### src/sspq_pkg.sv
// Package: shared types and codes for the sorted priority queue.
`timescale 1ns / 1ps

package sspq_pkg;

	localparam int DEPTH_DEF = 16;
	localparam int CODE_W    = 16;
	localparam int PRIO_W    = 8;
	localparam int STATUS_W  = 2;
	localparam int FILL_W    = 5;

	localparam logic CMD_INSERT = 1'b0;
	localparam logic CMD_REMOVE = 1'b1;

	localparam logic [STATUS_W-1:0] ST_OK    = 2'd0;
	localparam logic [STATUS_W-1:0] ST_EMPTY = 2'd1;
	localparam logic [STATUS_W-1:0] ST_FULL  = 2'd2;

	typedef struct packed {
		logic              cmd;
		logic [CODE_W-1:0] entry_code;
		logic [PRIO_W-1:0] entry_priority;
	} req_t;

	typedef struct packed {
		logic                out_valid;
		logic [CODE_W-1:0]   out_code;
		logic [PRIO_W-1:0]   out_priority;
		logic [STATUS_W-1:0] status;
		logic [FILL_W-1:0]   fill_count;
	} rsp_t;

	typedef struct packed {
		logic [CODE_W-1:0] code;
		logic [PRIO_W-1:0] prio;
	} entry_t;

	// Broadcast control from the top level to every cell.
	typedef struct packed {
		logic   ins;
		logic   rem;
		entry_t new_ent;
	} cell_ctrl_t;

endpackage

### src/sspq_cell.sv
// One cell of the queue: holds one entry and shifts toward either neighbor.
`timescale 1ns / 1ps

module sspq_cell (
	input  logic                clk,
	input  sspq_pkg::cell_ctrl_t ctrl,
	input  logic                occ,
	input  logic                left_gt,
	input  sspq_pkg::entry_t    left_ent,
	input  sspq_pkg::entry_t    right_ent,
	output sspq_pkg::entry_t    ent,
	output logic                gt
);
	import sspq_pkg::*;

	entry_t ent_q;

	// This cell holds an entry that must move behind the new one.
	assign gt  = occ && (ent_q.prio > ctrl.new_ent.prio);
	assign ent = ent_q;

	always_ff @(posedge clk) begin
		if (ctrl.ins && (gt || !occ)) begin
			ent_q <= left_gt ? left_ent : ctrl.new_ent;
		end else if (ctrl.rem) begin
			ent_q <= right_ent;
		end
	end

endmodule

### src/stable_sorted_priority_queue_top.sv
// Top level: sorted priority queue built from a chain of shifting cells.
`timescale 1ns / 1ps

// Usage
// The request channel (req_valid, req_stall, req) carries one command per item:
// an insert of a code and priority, or a remove of the front entry. The
// response channel (rsp_valid, rsp_stall, rsp) returns exactly one item per
// command, holding the removed entry if any, a status code and the fill count.
// Each cell compares its stored priority with the incoming one in parallel,
// so the response is registered and appears in the cycle after the request
// is accepted, and one command per cycle is taken as long as the receiver
// keeps rsp_stall low. The single response register sets this rate.
// Equal priorities leave in arrival order. An insert into a full queue and a
// remove from an empty queue leave the store unchanged and are flagged in
// the status field.
// Reset clears the fill count and the response valid; stored entries are not
// cleared, since only slots below the fill count are ever read.
// While the receiver stalls a pending response, req_stall is raised and the
// response is held unchanged until it is taken.

module stable_sorted_priority_queue_top #(
	parameter int DEPTH = sspq_pkg::DEPTH_DEF
) (
	input  logic          clk,
	input  logic          arst_n,
	input  logic          req_valid,
	output logic          req_stall,
	input  sspq_pkg::req_t req,
	output logic          rsp_valid,
	input  logic          rsp_stall,
	output sspq_pkg::rsp_t rsp
);
	import sspq_pkg::*;

	localparam int CNT_W = $clog2(DEPTH + 1);

	logic [CNT_W-1:0] count_q;
	logic             rsp_valid_q;
	rsp_t             rsp_q;

	logic             accept;
	logic             full;
	logic             empty;
	logic             do_ins;
	logic             do_rem;
	cell_ctrl_t       ctrl;
	entry_t           cell_ent [DEPTH];
	logic [DEPTH-1:0] cell_gt;
	logic [DEPTH-1:0] occ;
	logic [CNT_W-1:0] count_nxt;

	// A new command may enter whenever the response register is empty or
	// is being emptied in this cycle.
	assign req_stall = rsp_valid_q && rsp_stall;
	assign accept    = req_valid && !req_stall;

	assign full   = (count_q == CNT_W'(DEPTH));
	assign empty  = (count_q == '0);
	assign do_ins = accept && (req.cmd == CMD_INSERT) && !full;
	assign do_rem = accept && (req.cmd == CMD_REMOVE) && !empty;

	assign ctrl.ins             = do_ins;
	assign ctrl.rem             = do_rem;
	assign ctrl.new_ent.code    = req.entry_code;
	assign ctrl.new_ent.prio    = req.entry_priority;

	// Each cell gets its neighbors' contents: the left one for an insert
	// shift toward the back, the right one for a remove shift to the front.
	genvar gi;
	generate
		for (gi = 0; gi < DEPTH; gi++) begin : g_cell
			entry_t left_ent;
			entry_t right_ent;
			logic   left_gt;

			assign occ[gi] = (CNT_W'(gi) < count_q);

			if (gi == 0) begin : g_first
				assign left_ent = ctrl.new_ent;
				assign left_gt  = 1'b0;
			end else begin : g_mid
				assign left_ent = cell_ent[gi-1];
				assign left_gt  = cell_gt[gi-1];
			end

			if (gi == DEPTH - 1) begin : g_last
				assign right_ent = cell_ent[gi];
			end else begin : g_inner
				assign right_ent = cell_ent[gi+1];
			end

			sspq_cell u_cell (
				.clk       (clk),
				.ctrl      (ctrl),
				.occ       (occ[gi]),
				.left_gt   (left_gt),
				.left_ent  (left_ent),
				.right_ent (right_ent),
				.ent       (cell_ent[gi]),
				.gt        (cell_gt[gi])
			);
		end
	endgenerate

	always_comb begin
		count_nxt = count_q;
		if (do_ins) begin
			count_nxt = count_q + CNT_W'(1);
		end else if (do_rem) begin
			count_nxt = count_q - CNT_W'(1);
		end
	end

	always_ff @(posedge clk or negedge arst_n) begin
		if (!arst_n) begin
			count_q     <= '0;
			rsp_valid_q <= 1'b0;
		end else begin
			count_q <= count_nxt;
			if (accept) begin
				rsp_valid_q <= 1'b1;
			end else if (!rsp_stall) begin
				rsp_valid_q <= 1'b0;
			end
		end
	end

	// The response payload is loaded only when a command is accepted.
	always_ff @(posedge clk) begin
		if (accept) begin
			rsp_q.out_valid    <= do_rem;
			rsp_q.out_code     <= do_rem ? cell_ent[0].code : '0;
			rsp_q.out_priority <= do_rem ? cell_ent[0].prio : '0;
			if (req.cmd == CMD_INSERT && full) begin
				rsp_q.status <= ST_FULL;
			end else if (req.cmd == CMD_REMOVE && empty) begin
				rsp_q.status <= ST_EMPTY;
			end else begin
				rsp_q.status <= ST_OK;
			end
			rsp_q.fill_count <= FILL_W'(count_nxt);
		end
	end

	assign rsp_valid = rsp_valid_q;
	assign rsp       = rsp_q;

	// The fill count never passes the number of cells.
	a_count_range: assert property (@(posedge clk) disable iff (!arst_n)
		count_q <= CNT_W'(DEPTH))
		else $error("fill count above depth");

	// An accepted insert into a queue with room grows the count by one.
	a_ins_count: assert property (@(posedge clk) disable iff (!arst_n)
		(accept && req.cmd == CMD_INSERT && !full) |=> count_q == $past(count_q) + CNT_W'(1))
		else $error("insert did not grow the queue");

	// A remove from an empty queue answers with the empty status and no entry.
	a_rem_empty: assert property (@(posedge clk) disable iff (!arst_n)
		(accept && req.cmd == CMD_REMOVE && empty) |=>
		(rsp_valid && rsp.status == ST_EMPTY && !rsp.out_valid))
		else $error("remove on empty not flagged");

	// A command that is taken always leaves a response pending.
	a_rsp_after_accept: assert property (@(posedge clk) disable iff (!arst_n)
		accept |=> rsp_valid)
		else $error("accepted command produced no response");

endmodule
### config.mk
export PLATFORM = sky130hd
export DESIGN_NAME = stable_sorted_priority_queue_top
export DESIGN_NICKNAME = d
export VERILOG_FILES = /design/src/sspq_pkg.sv /design/src/sspq_cell.sv /design/src/stable_sorted_priority_queue_top.sv
export SDC_FILE = /design/constraint.sdc
export NUM_CORES = 1
export LEC_CHECK = 0
export ABC_AREA = 0
export BUFFER_PORTS_ARGS = -buffer_cell sky130_fd_sc_hd__buf_2
export CAP_MARGIN = 10
export CORE_MARGIN = 2
export CORE_UTILIZATION = 40
export DETAILED_ROUTE_END_ITERATION = 8
export HOLD_SLACK_MARGIN = 0.06
export RECOVER_POWER = 25
export SYNTH_ARGS = -nofsm -noshare
export SYNTH_HDL_FRONTEND = slang
export SYNTH_SLANG_ARGS = --single-unit
export TNS_END_PERCENT = 30
### constraint.sdc
create_clock -name clk -period 6.9 [get_ports clk]
set_input_delay 1.38 -clock clk [delete_from_list [all_inputs] [get_ports clk]]
set_output_delay 1.38 -clock clk [all_outputs]
set_load 0.005 [all_outputs]
Yosys cells after proc, flatten, opt, wreduce, memory -nomap -nowiden
Index checks and enable logic that the tools add are counted.
{ "classes": {"addsub": 2, "n_lt_le_gt_ge": 32, "eq_ne": 2, "muxes": 50, "n_bitwise": 1, "reduce_logical": 91} }
{ "op_table": {"columns": ["operator", "n"], "rows": [
  ["$mux W24", 45],
  ["$gt A8 B8 Y1", 16],
  ["$logic_and A1 B1 Y1", 40],
  ["$lt A4 B5 Y1 const A", 8],
  ["$reduce_bool A2 Y1", 15],
  ["$lt A3 B5 Y1 const A", 4],
  ["$logic_not A1 Y1", 19],
  ["$logic_or A1 B1 Y1", 16],
  ["$lt A1 B5 Y1 const A", 2],
  ["$lt A2 B5 Y1 const A", 2],
  ["$mux W5", 2],
  ["$add A5 B1 Y5 const B", 1],
  ["$eq A5 B5 Y1 const B", 1],
  ["$logic_not A5 Y1", 1],
  ["$sub A5 B1 Y5 const B", 1],
  ["$mux W1", 3],
  ["$ne A2 B1 Y1 const B", 1],
  ["$not A1 Y1", 1]
]} }
{ "word_totals": {"ff_bits": 422, "output_inout_bits": 34, "word_cells": 217} }

Depth between registers and ports, before layout
{ "logic_depth": {"ltp_word": 7, "mapped_depth": 12, "mapped_depth_nobuf": 8} }

Cells and area by module
A second synthesis with hierarchy kept.
{ "unflattened": {"cells_unflattened": 1984, "area_unflattened_um2": 27661.5} }
{ "by_module_without_submodules": {"columns": ["module", "n_inst", "cells_each", "area_each_um2"], "rows": [
  ["sspq_cell at g_cell[0].u_cell ...", 14, 116, 1617.8],
  ["sspq_cell at g_cell[8].u_cell ...", 2, 116, 1659.1],
  ["stable_sorted_priority_queue_top", 1, 128, 1694.1]
]} }

Least setup slack after synthesis
Ideal clock, no wire load.
{ "synth_path": {"kind": "input -> register", "start": "input port req[7] (netlist bit)", "end": "register g_cell[3].u_cell.ent_q, in the netlist g_cell[3].u_cell.ent[0], enable pin", "arrival_time_ns": 3.993, "required_time_ns": 6.516, "slack_ns": 2.523, "path_stages": 10, "path_buffers": 2, "path_cell_list": "clkbuf_1 -> inv_1 -> ha_1 -> nand2_1 -> nor2_1 -> a21boi_0 -> o21ai_0 -> a21oi_2 -> buf_2 -> nand2b_1"} }
{ "synth_between": {"elab_chain_cells": 5} }
{ "synth_lines": {"columns": ["item", "line", "source"], "rows": [
  ["from (decl)", "stable_sorted_priority_queue_top.sv:28", "input sspq_pkg::req_t req,"],
  ["$gt A8 B8 Y1", "sspq_cell.sv:19", "assign gt = occ && (ent_q.prio > ctrl.new_ent.prio);"],
  ["$logic_and A1 B1 Y1", "sspq_cell.sv:19", null],
  ["$logic_or A1 B1 Y1", "sspq_cell.sv:23", "if (ctrl.ins && (gt || !occ)) begin"],
  ["$logic_and A1 B1 Y1", "sspq_cell.sv:23", null],
  ["$reduce_bool A2 Y1 (no source line)", null, null],
  ["to (signal assigned)", "sspq_cell.sv:24", "ent_q <= left_gt ? left_ent : ctrl.new_ent;"],
  ["to (signal assigned)", "sspq_cell.sv:26", "ent_q <= right_ent;"],
  ["to (decl)", "sspq_cell.sv:16", "entry_t ent_q;"]
]} }
No other way between the ends.
A chain may end at the register's enable or synchronous reset.

Worst setup path after layout
{ "layout_path": {"start": "input port req[5] (netlist bit)", "end": "register g_cell[5].u_cell.ent_q, in the netlist g_cell[5].u_cell.ent[20], data pin"} }
{ "layout_between": {"elab_chain_cells": 5, "elab_cells_between_ends": 8} }
{ "layout_lines": {"columns": ["item", "line"], "rows": [
  ["$gt A8 B8 Y1", "sspq_cell.sv:19"],
  ["$logic_and A1 B1 Y1", "sspq_cell.sv:19"],
  ["$logic_or A1 B1 Y1", "sspq_cell.sv:23"],
  ["$logic_and A1 B1 Y1", "sspq_cell.sv:23"],
  ["$mux W24 (*)", "sspq_cell.sv:23"],
  ["to (signal assigned)", "sspq_cell.sv:24"],
  ["to (signal assigned)", "sspq_cell.sv:26"],
  ["to (decl)", "sspq_cell.sv:16"]
]} }
Every way passes the cells marked *; elsewhere a longest branch is shown, timed or not.

==> metrics <==
outcome=finished, violations left; failing checks=capacitance limit, slew limit; RePlAce Congestion=0.846; Vias=14,600; sw frac=0.310; io pins=63; reg2reg start=count_q[4]$_DFF_PN0_; Initial Util=0.404; Synth top area share=0.504; max_cap viols=2; hold endpoint=g_cell[14].u_cell.ent[12]$_DFFE_PP_; crit path launch=req[5]; critical path fanouts, max=24; Post-Syn Instances=1,784; Critical Path Start Type=input pin; Cell variety after synth=58; Syn Nets=1,945; clock sink count=422; FF-to-FF End=rsp[27]$_SDFFCE_PN0P_; Worst R2R Setup Slack=2.75 ns; CP arrival=5.75 ns; IO Port Bufs=62; Reg power frac=0.423; row cnt=91; NetSw=0.00277 W; Syn Area/Cell=13.9 µm²; cell mode on critical path=clkbuf_1; cts hold-fix bufs=0; min Tclk post-route=5.40 ns; HP Start=g_cell[15].u_cell.ent[12]$_DFFE_PP_; Main synth FF type=edfxtp_1; top cells by count, synth=mux2_2 (535), edfxtp_1 (416), ha_1 (132); CP Buf/Inv Count=3; Core Footprint=61,500 µm²; worst clock skew=0.0172 ns; diode count=0; Worst Tran Pin Value=2.02 ns; synth top area cells=edfxtp_1 (50%), mux2_2 (24%), ha_1 (6.7%); gr usage total=0.186; initial antenna violation count=0; Comb pwr share=0.306; root buf cell=clkbuf_16; critical path's slowest cell=clkbuf_1; CTS tree=yes; met3 wire len=1.78 mm; Via density=5.48; Worst-path clk slew=0.06 ns; cts repair resizes=0; register area share after synthesis=0.510; YS warnings=0; Critical Path RT=7.25 ns; DP Wirelength=44.4 mm; static leakage=9.99 nW; #FFs+latches synth=422; Setup WS post-layout=1.50 ns; Sum Neg Setup Slack=0 ns; Clock Latency Late Sink=0.61 ns; met2 routed WL=29.0 mm; CTS Buffer Depth=3; die width=253 µm; DR iter-0 viols=712; DR top layer=met4; total power=0.00892 W; die area=64,000 µm²; Crit path max-delay family=buffers and inverters; via count of the first global-routing pass=15,400; die height=253 µm; critical-path cell list=clkbuf_1 -> inv_1 -> ha_1 -> nand2_1 -> nor2_1 -> a21boi_0 -> o21ai_0 -> a21oi_4 -> clkbuf_1 -> mux2_2; Final Hold Vio Count=0; NumNets Final=1,996; Post-synth ARST share=0.0142; RSZ-0062 raised after global routing=no; maximum vdd drop=0.191 mV; mean routed wirelength per cell=22.3 µm; post-CTS setup buffer count=0; count leader, synth=mux2_2; worst hold stages=1; Place WS=1.55 ns; DR DRC count=0; Setup CP Type=in -> reg; Routed Antenna Nets=0; internal power=0.00615 W; leading area contributor after synthesis=edfxtp_1; H-tree depth=2; Critical Path Sink Type=flip-flop; HP Class=reg -> reg; Detailed Route WL=59.3 mm; Final Cycle Share=0.783; metal1 wirelength=26.6 mm; WHS=0.548 ns; share of layout cells above drive strength 1=0.377; number of synthesized flops with an enable pin=416; Overflow after GRT=0; pin count of the biggest net entering global routing=50; Area Growth Syn to Fin=9.96%; R2R depth=7; Slew Viols, Final=53; clock share of power=0.271; Netlist Area Pre-Place=24,800 µm²; Slew Limit Headroom=-0.348; fmax=185 MHz; Max stage delay on crit path=1.03 ns; Final setup viols=0; pwr dens=327 nW/µm²; drt pass-1 iters=5; number of CTS-inserted buffers=47; wire length of the first global-routing pass=92.8 mm
==> worst max-delay path by stage <==
stage / endpoint / cells after the start
final: g_cell[5].u_cell.ent[20]$_DFFE_PP_ / 10
after CTS: g_cell[13].u_cell.ent[13]$_DFFE_PP_ / 9
after floorplan: g_cell[3].u_cell.ent[0]$_DFFE_PP_ / 10
after detailed placement: g_cell[13].u_cell.ent[21]$_DFFE_PP_ / 9
after global routing: g_cell[5].u_cell.ent[7]$_DFFE_PP_ / 10
after global placement: g_cell[13].u_cell.ent[17]$_DFFE_PP_ / 9
==> routing by layer <==
| layer | vias to the layer above | GRT usage |
|---|---|---|
| li1 | 6963 | - |
| met1 | 7312 | 0.238 |
| met2 | 227 | 0.321 |
| met3 | 89 | 0.0228 |
| met4 | 0 | 0.0717 |
| met5 | - | 0 |
==> stage by stage <==
step           utilization  cells  cell area, µm²
2_1_floorplan            -   1784           24800
3_3_place_gp         0.421   2576           25900
3_5_place_dp         0.421   2576           25900
4_1_cts              0.445   2661           27400
5_1_grt              0.444   2661           27300
6_report             0.444   2661           27300
==> cell type report <==
cell class,instances,area [µm²]
Clock buffer,69,1310
Fill cell,5585,34200
Timing Repair Buffer,106,581
Multi-Input combinational cell,1231,11500
Clock inverter,16,139
Tap cell,790,988
Sequential cell,422,12600
Inverter,27,101
==> flip-flops by register name, indices dropped and copies added, names as in the netlist <==
name and cells:
rsp 32, count_q 5, g_cell.u_cell.ent 384, rsp_valid 1
==> worst reg2reg max path, delay by kind of cell (launching register included) <==
family | cells | cell delay (ns)
AND/OR/NAND/NOR | 4 | 1.02
buffers and inverters | 3 | 2.30
flip-flops | 1 | 0.58
==> power groups by stage <==
stage | Sequential, W | Combinational [W] | Clock [W]
finish | 0.00377 | 0.00272 | 0.00242
floorplan | 0.00365 | 0.00220 | 0
global route | 0.00383 | 0.00298 | 0.00257
global placement | 0.00381 | 0.00270 | 0
CTS | 0.00378 | 0.00276 | 0.00248
detailed placement | 0.00383 | 0.00276 | 0
==> cell usage in the layout, fill, tap and decap left out, drive strengths merged, types with 4 or more instances in the layout <==
cell type	n
mux2	554
edfxtp	416
ha	132
clkbuf	99
mux2i	94
o21ai	82
buf	76
a21oi	74
nand2	68
nor2	43
nand4	29
inv	27
and2	27
nor2b	17
nand2b	17
o211ai	16
clkinv	15
a211oi	10
o21bai	10
o21a	8
o22ai	8
dfrtp	6
o31ai	6
or2	5
or3	4
==> logic make-up after synthesis <==
group                      synth area share
and+or+nand+nor                      0.0441
muxes                                 0.289
buffers and inverters                0.0279
AOI/OAI and AO/OA                    0.0610
adders and majority gates            0.0666
DFF                                   0.510
xor gates and xnor gates            0.00141
Note: power is estimated with default switching activity, not from simulation.
